[src/hw/rtl/look_at_view_matrix_macros.svh]
// ============================================================================
// Look-at view matrix: assertion macros
// Shared concurrent assertion forms, clocked on clk and quiet during reset.
// ============================================================================
`ifndef LOOK_AT_VIEW_MATRIX_MACROS_SVH
`define LOOK_AT_VIEW_MATRIX_MACROS_SVH

// The condition implies the property in the same cycle.
`define LAVM_ASSERT_NOW(label, cond, prop, msg) \
    label: assert property (@(posedge clk) disable iff (!rst_n) (cond) |-> (prop)) \
        else $error(msg);

// The condition implies the property in the next cycle.
`define LAVM_ASSERT_NEXT(label, cond, prop, msg) \
    label: assert property (@(posedge clk) disable iff (!rst_n) (cond) |=> (prop)) \
        else $error(msg);

`endif

[src/hw/rtl/lavm_pkg.sv]
// ============================================================================
// Look-at view matrix package
// Fixed-point widths, payload structs and register indexes shared by the
// view matrix pipeline.
// ============================================================================
package lavm_pkg;

    // Fraction bits of every fixed-point value.
    localparam int FRAC_BITS = 16;

    // Quotient bits of a normalize divide; a unit component is at most 1.0.
    localparam int QW = FRAC_BITS + 1;
    // Signed width of a unit vector component.
    localparam int VW = FRAC_BITS + 2;
    // Signed width of an exact cross product component.
    localparam int CW = FRAC_BITS + 34;
    // Signed width of an exact dot product.
    localparam int DW = FRAC_BITS + 36;
    // Width of the right-shift amount that brings a cross into 32 bits.
    localparam int SHW = $clog2(CW - 30);
    // Square root of a 64-bit sum: one result bit per stage.
    localparam int SQRT_STEPS = 32;
    // Partial remainder width of the square root.
    localparam int SRW = 35;

    // Configuration port.
    localparam int CFG_AW = 2;
    localparam logic [CFG_AW-1:0] REG_UP_X = CFG_AW'(0);
    localparam logic [CFG_AW-1:0] REG_UP_Y = CFG_AW'(1);
    localparam logic [CFG_AW-1:0] REG_UP_Z = CFG_AW'(2);

    // 1.0 in fixed point.
    localparam logic signed [31:0] ONE_Q = 32'sd1 <<< FRAC_BITS;

    typedef logic signed [31:0]   word_t;
    typedef logic signed [VW-1:0] unit_t;
    typedef logic signed [CW-1:0] crs_t;

    typedef struct packed {
        word_t x;
        word_t y;
        word_t z;
    } vec_t;

    typedef struct packed {
        unit_t x;
        unit_t y;
        unit_t z;
    } uvec_t;

    typedef struct packed {
        crs_t x;
        crs_t y;
        crs_t z;
    } cvec_t;

    // Values that ride along with an item through the pipeline.
    typedef struct packed {
        vec_t  pos;
        uvec_t f;
        uvec_t r;
    } side_t;

    // Input beat: one camera.
    typedef struct packed {
        word_t pos_x;
        word_t pos_y;
        word_t pos_z;
        word_t face_x;
        word_t face_y;
        word_t face_z;
    } cam_t;

    // Output beat: the upper three rows of the view matrix.
    typedef struct packed {
        word_t right_x;
        word_t right_y;
        word_t right_z;
        word_t right_offset;
        word_t true_up_x;
        word_t true_up_y;
        word_t true_up_z;
        word_t up_offset;
        word_t back_x;
        word_t back_y;
        word_t back_z;
        word_t back_offset;
    } view_t;

endpackage

[src/hw/rtl/lavm_scale.sv]
// ============================================================================
// Cross product range reduction
// Finds the smallest floor right shift that brings all three components
// into 32-bit signed range, then applies it.
// ============================================================================
module lavm_scale (
    input  logic            clk,
    input  logic            rst_n,
    input  logic            en,
    input  logic            in_valid,
    input  lavm_pkg::cvec_t c,
    input  lavm_pkg::side_t side_in,
    output logic            out_valid,
    output lavm_pkg::vec_t  rs,
    output lavm_pkg::side_t side_out
);
    import lavm_pkg::*;

    // Shift search over the union of the magnitude bits.
    logic [CW-1:0]  orv;
    logic [SHW-1:0] sh_next;

    always_comb
    begin
        orv = (c.x ^ {CW{c.x[CW-1]}}) | (c.y ^ {CW{c.y[CW-1]}}) |
              (c.z ^ {CW{c.z[CW-1]}});
        sh_next = '0;
        for (int k = 32; k < CW; k++)
        begin
            if (orv[k-1])
                sh_next = SHW'(k - 31);
        end
    end

    logic           h_vld_reg;
    cvec_t          h_c_reg;
    logic [SHW-1:0] h_sh_reg;
    side_t          h_side_reg;

    always_ff @(posedge clk or negedge rst_n)
    begin
        if (!rst_n)
            h_vld_reg <= 1'b0;
        else if (en)
            h_vld_reg <= in_valid;
    end

    always_ff @(posedge clk)
    begin
        if (en)
        begin
            h_c_reg    <= c;
            h_sh_reg   <= sh_next;
            h_side_reg <= side_in;
        end
    end

    // Arithmetic shift; the result fits by construction.
    logic  r_vld_reg;
    vec_t  r_rs_reg;
    side_t r_side_reg;

    always_ff @(posedge clk or negedge rst_n)
    begin
        if (!rst_n)
            r_vld_reg <= 1'b0;
        else if (en)
            r_vld_reg <= h_vld_reg;
    end

    always_ff @(posedge clk)
    begin
        if (en)
        begin
            r_rs_reg.x <= word_t'($signed(h_c_reg.x) >>> h_sh_reg);
            r_rs_reg.y <= word_t'($signed(h_c_reg.y) >>> h_sh_reg);
            r_rs_reg.z <= word_t'($signed(h_c_reg.z) >>> h_sh_reg);
            r_side_reg <= h_side_reg;
        end
    end

    assign out_valid = r_vld_reg;
    assign rs        = r_rs_reg;
    assign side_out  = r_side_reg;

endmodule

[config.mk]
export PLATFORM = sky130hd
export DESIGN_NAME = lavm_scale
export DESIGN_NICKNAME = d
export VERILOG_FILES = /design/src/hw/rtl/look_at_view_matrix_macros.svh /design/src/hw/rtl/lavm_pkg.sv /design/src/hw/rtl/lavm_scale.sv
export SDC_FILE = /design/constraint.sdc
export NUM_CORES = 1
export LEC_CHECK = 0
export ABC_CLOCK_PERIOD_IN_PS = 4300
export BUFFER_PORTS_ARGS = -buffer_cell sky130_fd_sc_hd__buf_2
export CAP_MARGIN = 20
export CORE_MARGIN = 1.5
export CORE_UTILIZATION = 40
export CTS_CLUSTER_SIZE = 10
export DETAILED_ROUTE_END_ITERATION = 16
export HOLD_SLACK_MARGIN = 0.08
export PLACE_DENSITY_LB_ADDON = 0.25
export SYNTH_ARGS = -nofsm -noshare
export SYNTH_HDL_FRONTEND = slang
export SYNTH_SLANG_ARGS = --single-unit
[constraint.sdc]
create_clock -name clk -period 4.3 [get_ports clk]
set_input_delay 0.43 -clock clk [delete_from_list [all_inputs] [get_ports clk]]
set_output_delay 0.43 -clock clk [all_outputs]
set_load 0.1 [all_outputs]
==> flow_summary.json, run 1 <==
{
  "status": "complete, no violations",
  "start_util": 0.405,
  "ios": 659,
  "hold_path_class": "input port to flop",
  "cp.required_ns": 4.63,
  "grt_pass1_vias": 20700,
  "skew_ns": 0.0520,
  "max_freq_mhz": 316,
  "grt_remaining_overflow": 0,
  "wirelength_um": 98500,
  "worstHoldStart": "c[149]",
  "clockBufferDepth": 3,
  "synth_edf_count": 659,
  "numCtsBuffers": 80,
  "synth_simple_gate_area_share": 0.0591,
  "dp_hpwl_um": 72300,
  "synth_mux_area_frac": 0.161,
  "nets": 3155,
  "worstMarginPinSlew_ns": 1.10,
  "synth_top_area_share": 0.696,
  "core_area_um2": 70100,
  "synth-xor-area-share": 0.0166,
  "synthFlopType": "edfxtp_1",
  "tns_ns": 0,
  "die_y_um": 270,
  "cp-start-kind": "flop",
  "first_pass_iters": 5,
  "postCtsResizedCells": 0,
  "crit_path_max_incr_delay_ns": 0.76,
  "synth_area_per_cell_um2": 16.0,
  "fin_cells": 3789,
  "grt_antenna_before_repair": 30,
  "antenna_left": 0,
  "htreeDepth": 3,
  "max_cap_violations": 0,
  "synth_fa_ha_area_frac": 0,
  "post-route-period-util": 0.735,
  "drc_errors": 0,
  "cp-end-kind": "flop",
  "power.density_nw_per_um2": 482,
  "drtIter0Drc": 1907,
  "cpLargestDelayFamily": "flip-flops",
  "clockRootBuffer": "clkbuf_16",
  "slew_viol_final": 0,
  "setup_violations": 0,
  "cp-startpoint": "h_sh_reg[0]",
  "rsz0062_at_grt": "false",
  "synth_compound_area_frac": 0.0456,
  "synth_cell_types": 34,
  "synth-seq-cells": 661,
  "post-synth-top-count-cell": "edfxtp_1",
  "cts_tree": "yes",
  "relSlewSlack": 0.266,
  "rows": 97,
  "syn-num-nets": 2134,
  "hold_viol": 0,
  "yosys_warnings": 0,
  "dpl.cell_count": 3301,
  "cp.arrival_ns": 3.49,
  "synth.top_cells.by_count": "edfxtp_1 (659), nand2_1 (325), mux4_2 (135)",
  "cp_max_fo": 18,
  "die_w_um": 270,
  "track_usage": 0.267,
  "syn_inst": 1776,
  "vias": 20100,
  "r2r-start": "h_sh_reg[0]",
  "synth_seq_area_share": 0.698,
  "worstSkewPairLatency_ns": 0.65,
  "gp_congestion": 0.989,
  "hold_slack_ns": 0.365,
  "cts_sinks": 661,
  "path_class": "flop to flop",
  "p_total_w": 0.0187,
  "grt_pass1_wl_um": 141000,
  "async_flop_share": 0.00303,
  "fin_crit_ns": 3.16,
  "viasPerCell": 5.31,
  "path_cells": "buf_4 > buf_4 > mux4_2 > nor2_1 > nor2_1 > o21ai_0 > o21ai_0",
  "grt_max_degree": 193,
  "wire_per_inst_um": 26.0,
  "yosysTopAreaCell": "edfxtp_1",
  "port_buffers": 658,
  "synth_area_um2": 28400,
  "synth.area.top_cells": "edfxtp_1 (70%), mux4_2 (11%), nand2_1 (4.3%), mux2i_1 (3.9%), a21oi_1 (1.8%)",
  "cp_slowest_cell": "edfxtp_1",
  "cts.clk_slew.worst_paths_ns": 0.05,
  "area_growth_pct": 36.6,
  "cp_num_buf_inv": 2,
  "peakVddDrop_mv": 0.423,
  "drive_above_1_share": 0.340,
  "die-area_um2": 72700,
  "synth_top_family_by_area": "multiplexers",
  "p_leak_nw": 15.1
}
area by class of cell:
class	count	area, um2
repair buffers	1057	7350
clock buffers	96	2060
flip-flops and latches	661	19800
inverters	3	12.5
diodes	17	42.5
clock inverters	21	358
well taps	940	1180
fillers	5629	31300
multi-input cells	994	8020
timing repair:
action                                 CTS  global route
endpoints found under the hold margin  354             0
hold buffers                           354             0
setup buffers                            0             0
cells by family (layout without fill, tap and decap cells):
group | Yosys count | in the layout
flip-flops | 661 | 661
AND/OR/NAND/NOR | 423 | 423
multiplexers | 276 | 276
AO/OA/AOI/OAI | 241 | 241
buffers and inverters | 121 | 1177
XOR/XNOR | 54 | 54
other | 0 | 17
layout by cell type (no fill, tap or decap), types with 16 or more instances in the layout:
cell / count
a21oi_1: 104
buf_2: 657
buf_4: 32
clkbuf_1: 16
clkbuf_16: 80
diode_2: 17
dlygate4sd3_1: 354
edfxtp_1: 659
mux2_2: 26
mux2i_1: 110
mux4_2: 135
nand2_1: 325
nand3_1: 39
nor2_1: 37
o211ai_1: 25
o21ai_0: 96
xnor2_1: 33
xor2_1: 21
metal layers:
metal	global-route usage	share of wire	vias up
li1	-	-	8910
met1	0.322	0.38	9995
met2	0.459	0.50	972
met3	0.0683	0.078	199
met4	0.100	0.040	26
met5	0	0.0017	-
final timing paths:
path / to / depth (start not counted) / slack, ns
worst max-delay path: rs[62] / 7 / 1.14
worst min-delay path: h_c_reg[149] / 1 / 0.37
worst max register to register: rs[62] / 7 / 1.14
worst min register to register: side_out[44] / 0 / 0.41
max in group asynchronous: h_vld_reg / 3 / 3.57
min in group asynchronous: out_valid / 3 / 0.61
worst reg2reg max path: stages (launching register included):
cell and delay (ns):
edfxtp_1 0.76, buf_4 0.41, buf_4 0.30, mux4_2 0.58, nor2_1 0.11, nor2_1 0.05, o21ai_0 0.47, o21ai_0 0.21
metrics by stage:
stage / worst slack, ns / cell area (um2) / util
floorplan: 2.25 / 28400 / -
global placement: 1.12 / 32800 / 0.468
detailed placement: 1.10 / 32800 / 0.468
CTS: 1.10 / 38800 / 0.553
global route: 0.912 / 38800 / 0.554
finish: 1.14 / 38900 / 0.554
where the power goes:
part	leakage (nW)	switching, W	internal, W	total, W
Sequential	6.48	0.000320	0.00775	0.00807
Clock	1.16	0.00270	0.00366	0.00636
Combinational	7.47	0.00312	0.00121	0.00432
Total	15.1	0.00613	0.0126	0.0187
(Power assumes the default switching activity.)
==> run 2: changes to the inputs <==
--- a/config.mk
+++ b/config.mk
@@ -5,7 +5,8 @@
 export SDC_FILE = /design/constraint.sdc
 export NUM_CORES = 1
 export LEC_CHECK = 0
-export ABC_CLOCK_PERIOD_IN_PS = 4300
+export ABC_AREA = 1
+export ABC_CLOCK_PERIOD_IN_PS = 2800
 export BUFFER_PORTS_ARGS = -buffer_cell sky130_fd_sc_hd__buf_2
 export CAP_MARGIN = 20
 export CORE_MARGIN = 1.5
==> constraint.sdc (replaced) <==
create_clock -name clk -period 2.8 [get_ports clk]
set_input_delay 0.28 -clock clk [delete_from_list [all_inputs] [get_ports clk]]
set_output_delay 0.28 -clock clk [all_outputs]
set_load 0.1 [all_outputs]
==> flow_summary.json, run 2 <==
{
  "regArea_um2": 19800,
  "synth_mux_area_frac": 0.0224,
  "syn-num-nets": 2617,
  "vias": 22100,
  "rows": 96,
  "start_util": 0.404,
  "p_comb_frac": 0.230,
  "die-area_um2": 70700,
  "worstSkewPairLatency_ns": 0.64,
  "final_common_cell": "edfxtp_1",
  "die_y_um": 266,
  "drive_above_1_share": 0.255,
  "grt_antenna_before_repair": 11,
  "seqPwrFrac": 0.433,
  "slew_viol_final": 0,
  "final_cell_mix": "edfxtp_1 (659), buf_2 (657), nand2_1 (606)",
  "synthFlopType": "edfxtp_1",
  "yosys_warnings": 0,
  "synth-xor-area-share": 0.0161,
  "async_flop_share": 0.00303,
  "fin_cells": 4211,
  "clockRootBuffer": "clkbuf_16",
  "synth.area.top_cells": "edfxtp_1 (72%), nand2_1 (8.2%), o21ai_0 (3.8%), nand3_1 (3.3%), mux2i_1 (2.2%)",
  "max_freq_mhz": 370,
  "synth.top_cells.by_count": "edfxtp_1 (659), nand2_1 (606), o21ai_0 (211)",
  "synth_top_family_by_area": "simple AND/OR/NAND/NOR gates",
  "power.density_nw_per_um2": 741,
  "ios": 659,
  "finish.utilization": 0.558,
  "drc_errors": 0,
  "worstMarginPinSlew_ns": 0.828,
  "antenna_left": 0,
  "grt_max_degree": 136,
  "cts_tree": "yes",
  "synth_simple_gate_area_share": 0.127,
  "post-synth-top-count-cell": "edfxtp_1",
  "dp_hpwl_um": 75600,
  "dpl.cell_count": 3742,
  "track_usage": 0.282,
  "hold_slack_ns": 0.260,
  "path_cells": "buf_12 > buf_12 > nand2_1 > nand2_1 > o21ai_0 > mux2i_1 > o21ai_0 > o22ai_1",
  "clkPwrFrac": 0.337,
  "setup_violations": 0,
  "tns_ns": 0,
  "cp-end-kind": "flop",
  "cp-start-kind": "flop",
  "cp.arrival_ns": 3.03,
  "multiInputGateArea_um2": 6880,
  "rsz0062_at_grt": "false",
  "htreeDepth": 3,
  "cts.clk_slew.worst_paths_ns": 0.06,
  "cp.required_ns": 3.13,
  "numCtsBuffers": 79,
  "power.share.switching": 0.331,
  "hold_viol": 0,
  "cp_slowest_cell": "o21ai_0",
  "p_leak_nw": 15.6,
  "p_sw_w": 0.00938,
  "fin_crit_ns": 2.70,
  "hold_path_class": "input port to flop",
  "nets": 3655,
  "synth_area_per_cell_um2": 12.2,
  "p_int_w": 0.0190,
  "post-cts-setup-buffers": 0,
  "cp_max_fo": 55,
  "synth_area_um2": 27700,
  "peakVddDrop_mv": 0.723,
  "grt_pass1_vias": 22100,
  "viasPerCell": 5.25,
  "yosysTopAreaCell": "edfxtp_1",
  "skew_ns": 0.0358,
  "first_pass_iters": 7,
  "drtIter0Drc": 2210,
  "die_w_um": 266,
  "synth_seq_area_share": 0.717,
  "clockBufferDepth": 3,
  "path_class": "flop to flop",
  "synth_fa_ha_area_frac": 0,
  "crit_path_max_incr_delay_ns": 0.62,
  "area_growth_pct": 38.2,
  "postCtsResizedCells": 0,
  "synth-seq-cells": 661,
  "relSlewSlack": 0.448,
  "synth_cell_types": 33,
  "grt_remaining_overflow": 0,
  "synth_compound_area_frac": 0.0836,
  "fillers": 5648,
  "core_area_um2": 68500,
  "wire_per_inst_um": 24.0,
  "status": "complete, no violations",
  "grt_pass1_wl_um": 145000,
  "max_cap_violations": 0,
  "hold_buffers": 356,
  "wirelength_um": 101000,
  "post-route-period-util": 0.965,
  "synth_edf_count": 659,
  "synth_top_area_share": 0.716,
  "port_buffers": 658,
  "cts_sinks": 661,
  "syn_inst": 2259,
  "gp_congestion": 1.05
}
-- run 2: cell count changes after synthesis, sizes merged, moves of 14 or more --
cell	before	now
o21ai	102	323
or2	0	14
mux2i	110	62
inv	3	53
xnor2	33	13
mux2	26	0
a21oi	104	37
buf	63	87
o22ai	0	19
a22oi	2	25
mux4	140	0
xor2	21	37
nand3	39	180
nand2	325	606
-- run 2: cell families after synthesis --
family / Yosys count
xor gates and xnor gates: 50
buffers and inverters: 196
DFF: 661
and+or+nand+nor: 858
muxes: 62
AOI/OAI and AO/OA: 432
-- run 2: final timing paths --
path	from	slack [ns]	endpoint	cells past startpoint
setup / recovery	h_sh_reg[0]	0.1	rs[81]	8
hold / removal	c[149]	0.26	h_c_reg[149]	2
setup reg to reg	h_sh_reg[0]	0.1	rs[81]	8
hold reg to reg	h_side_reg[75]	0.41	side_out[75]	0
max in group asynchronous	rst_n	2.16	h_vld_reg	3
min in group asynchronous	rst_n	0.51	out_valid	3
-- run 2: critical path: cells and delay by family, from the launching register on --
kind                   cells  cell delay, ns
AND/OR/NAND/NOR            2            0.17
flip-flops                 1            0.44
multiplexers               1            0.17
AO/OA/AOI/OAI              3            1.17
buffers and inverters      2            0.44
-- run 2: through the flow --
stage          instance area (um2)  total power, W  setup WS [ns]
5_1_grt                      38200          0.0293         0.0540
6_report                     38200          0.0283         0.0974
2_1_floorplan                27700          0.0165           1.07
4_1_cts                      38200          0.0283         0.0868
3_5_place_dp                 32300          0.0185         0.0949
3_3_place_gp                 32300          0.0184         0.0740
-- run 2: final cells by class --
| type | instances | area share |
|---|---|---|
| inverters | 54 | 0.00547 |
| multi-input cells | 1402 | 0.180 |
| well taps | 882 | 0.0289 |
| clock inverters | 15 | 0.00828 |
| clock buffers | 91 | 0.0532 |
| repair buffers | 1099 | 0.205 |
| diodes | 7 | 0.000458 |
| flip-flops and latches | 661 | 0.519 |
-- run 2: power by group through the flow --
stage               Sequential [W]  Clock (W)  Combinational [W]
floorplan                   0.0149          0            0.00168
global placement            0.0124          0            0.00599
detailed placement          0.0125          0            0.00602
CTS                         0.0123    0.00963            0.00644
global route                0.0123     0.0101            0.00683
finish                      0.0123    0.00955            0.00651
-- run 2: per-layer routing --
| metal | share of wire | track usage |
|---|---|---|
| met4 | 0.043 | 0.121 |
| met5 | 0.00033 | 0 |
| met1 | 0.39 | 0.356 |
| met2 | 0.49 | 0.468 |
| met3 | 0.083 | 0.0620 |
==> run 3: changes to the inputs <==
--- a/config.mk
+++ b/config.mk
@@ -7,12 +7,12 @@
 export LEC_CHECK = 0
 export ABC_AREA = 1
 export ABC_CLOCK_PERIOD_IN_PS = 2800
-export BUFFER_PORTS_ARGS = -buffer_cell sky130_fd_sc_hd__buf_2
 export CAP_MARGIN = 20
 export CORE_MARGIN = 1.5
 export CORE_UTILIZATION = 40
 export CTS_CLUSTER_SIZE = 10
 export DETAILED_ROUTE_END_ITERATION = 16
+export DONT_BUFFER_PORTS = 1
 export HOLD_SLACK_MARGIN = 0.08
 export PLACE_DENSITY_LB_ADDON = 0.25
 export SYNTH_ARGS = -nofsm -noshare
==> flow_summary.json, run 3 (synthesis results as in run 2) <==
{
  "status": "finished, violations left",
  "violations": "hold timing",
  "wire_per_inst_um": 27.1,
  "worstMarginPinSlew_ns": 1.41,
  "cp-end-kind": "flop",
  "grt_pass1_vias": 18600,
  "antenna_left": 0,
  "relSlewSlack": 0.0622,
  "p_leak_nw": 12.7,
  "cts.clk_slew.worst_paths_ns": 0.05,
  "max_cap_violations": 0,
  "hold_viol": 54,
  "drc_errors": 0,
  "fin_crit_ns": 2.60,
  "hold_slack_ns": -0.238,
  "grt_max_degree": 664,
  "numCtsBuffers": 79,
  "post-cts-setup-buffers": 0,
  "hold_path_class": "input port to flop",
  "grt_remaining_overflow": 0,
  "p_int_w": 0.0183,
  "die_w_um": 266,
  "vias": 19400,
  "gp_congestion": 0.997,
  "peakVddDrop_mv": 0.643,
  "seqPwrFrac": 0.548,
  "final_cell_mix": "edfxtp_1 (659), nand2_1 (606), dlygate4sd3_1 (360)",
  "postCtsResizedCells": 0,
  "track_usage": 0.264,
  "path_class": "flop to flop",
  "dp_slack_ns": 0.201,
  "cp.arrival_ns": 2.93,
  "drtIter0Drc": 2066,
  "setup_slack_ns": 0.198,
  "rsz0062_at_grt": "false",
  "fin_cells": 3516,
  "cts_tree": "yes",
  "rows": 96,
  "final_common_cell": "edfxtp_1",
  "area_growth_pct": 24.5,
  "clockRootBuffer": "clkbuf_16",
  "power.density_nw_per_um2": 792,
  "wirelength_um": 95100,
  "grt_pass1_wl_um": 134000,
  "clkPwrFrac": 0.343,
  "first_pass_iters": 6,
  "worstSkewPairLatency_ns": 0.64,
  "grt_antenna_before_repair": 7,
  "cp-start-kind": "flop",
  "cp_max_fo": 24,
  "nets": 2965,
  "setup_violations": 0,
  "post-route-period-util": 0.929,
  "drive_above_1_share": 0.0562,
  "ios": 659,
  "dp_hpwl_um": 68600,
  "core_area_um2": 68500,
  "viasPerCell": 5.51,
  "max_freq_mhz": 384,
  "p_sw_w": 0.00894,
  "tns_ns": 0,
  "die-area_um2": 70700,
  "skew_ns": 0.0267,
  "p_comb_frac": 0.108,
  "slew_viol_final": 0,
  "port_buffers": 0,
  "dpl.cell_count": 3048,
  "cp.required_ns": 3.13,
  "start_util": 0.404,
  "die_y_um": 266,
  "hold_buffers": 360,
  "power.share.switching": 0.328,
  "htreeDepth": 3,
  "clockBufferDepth": 3,
  "fillers": 5946,
  "cts_sinks": 661
}
## run 3: changes by cell type in the layout (fill, tap and decap cells not counted), sizes merged
cell and delta:
buf -694, bufinv -2, clkinv +1, diode -5, inv +1, dlygate4sd3 +4
## run 3: critical path, stage by stage, from the launching register on
cell	delay, ns
edfxtp_1	0.45
clkinv_2	0.13
buf_4	0.23
buf_4	0.19
nand2_1	0.06
nand2_1	0.07
o21ai_0	0.34
mux2i_1	0.16
o21ai_0	0.49
o22ai_1	0.19
## run 3: per-stage QoR
step	area [um2]	total power (W)	utilization
final	34400	0.0273	0.503
after CTS	34400	0.0274	0.503
after floorplan	27700	0.0165	-
after global routing	34400	0.0281	0.503
after global placement	28500	0.0176	0.417
after detailed placement	28500	0.0176	0.417
## run 3: power groups by stage
stage | clock [W] | sequential [W] | combinational (W)
floorplan | 0 | 0.0149 | 0.00168
global placement | 0 | 0.0151 | 0.00243
detailed placement | 0 | 0.0151 | 0.00244
CTS | 0.00950 | 0.0150 | 0.00291
global route | 0.00990 | 0.0150 | 0.00323
finish | 0.00936 | 0.0150 | 0.00296
## run 3: final cells by class
cell class	count	area [um2]	area share
repair buffers	409	4110	0.119
inverters	54	209	0.00607
flip-flops and latches	661	19800	0.576
well taps	882	1100	0.0320
clock inverters	15	267	0.00774
diodes	2	5.00	0.000145
multi-input cells	1402	6880	0.200
clock buffers	91	2020	0.0587
## run 3: layer usage
metal / vias up / GRT usage / wire length (um)
li1: 8759 / - / -
met5: - / 0 / 36
met3: 127 / 0.0690 / 8130
met1: 9510 / 0.331 / 37000
met4: 6 / 0.0768 / 2640
met2: 981 / 0.449 / 47300
## run 3: final timing paths
kind,start,to,slack (ns),depth (start not counted)
max,h_sh_reg[0],rs[81],0.20,9
min,en,side_out[182],-0.24,0
max reg2reg,h_sh_reg[0],rs[81],0.20,9
min reg2reg,h_side_reg[13],side_out[13],0.41,0
max in group asynchronous,rst_n,h_vld_reg,2.22,2
min in group asynchronous,rst_n,out_valid,0.45,2
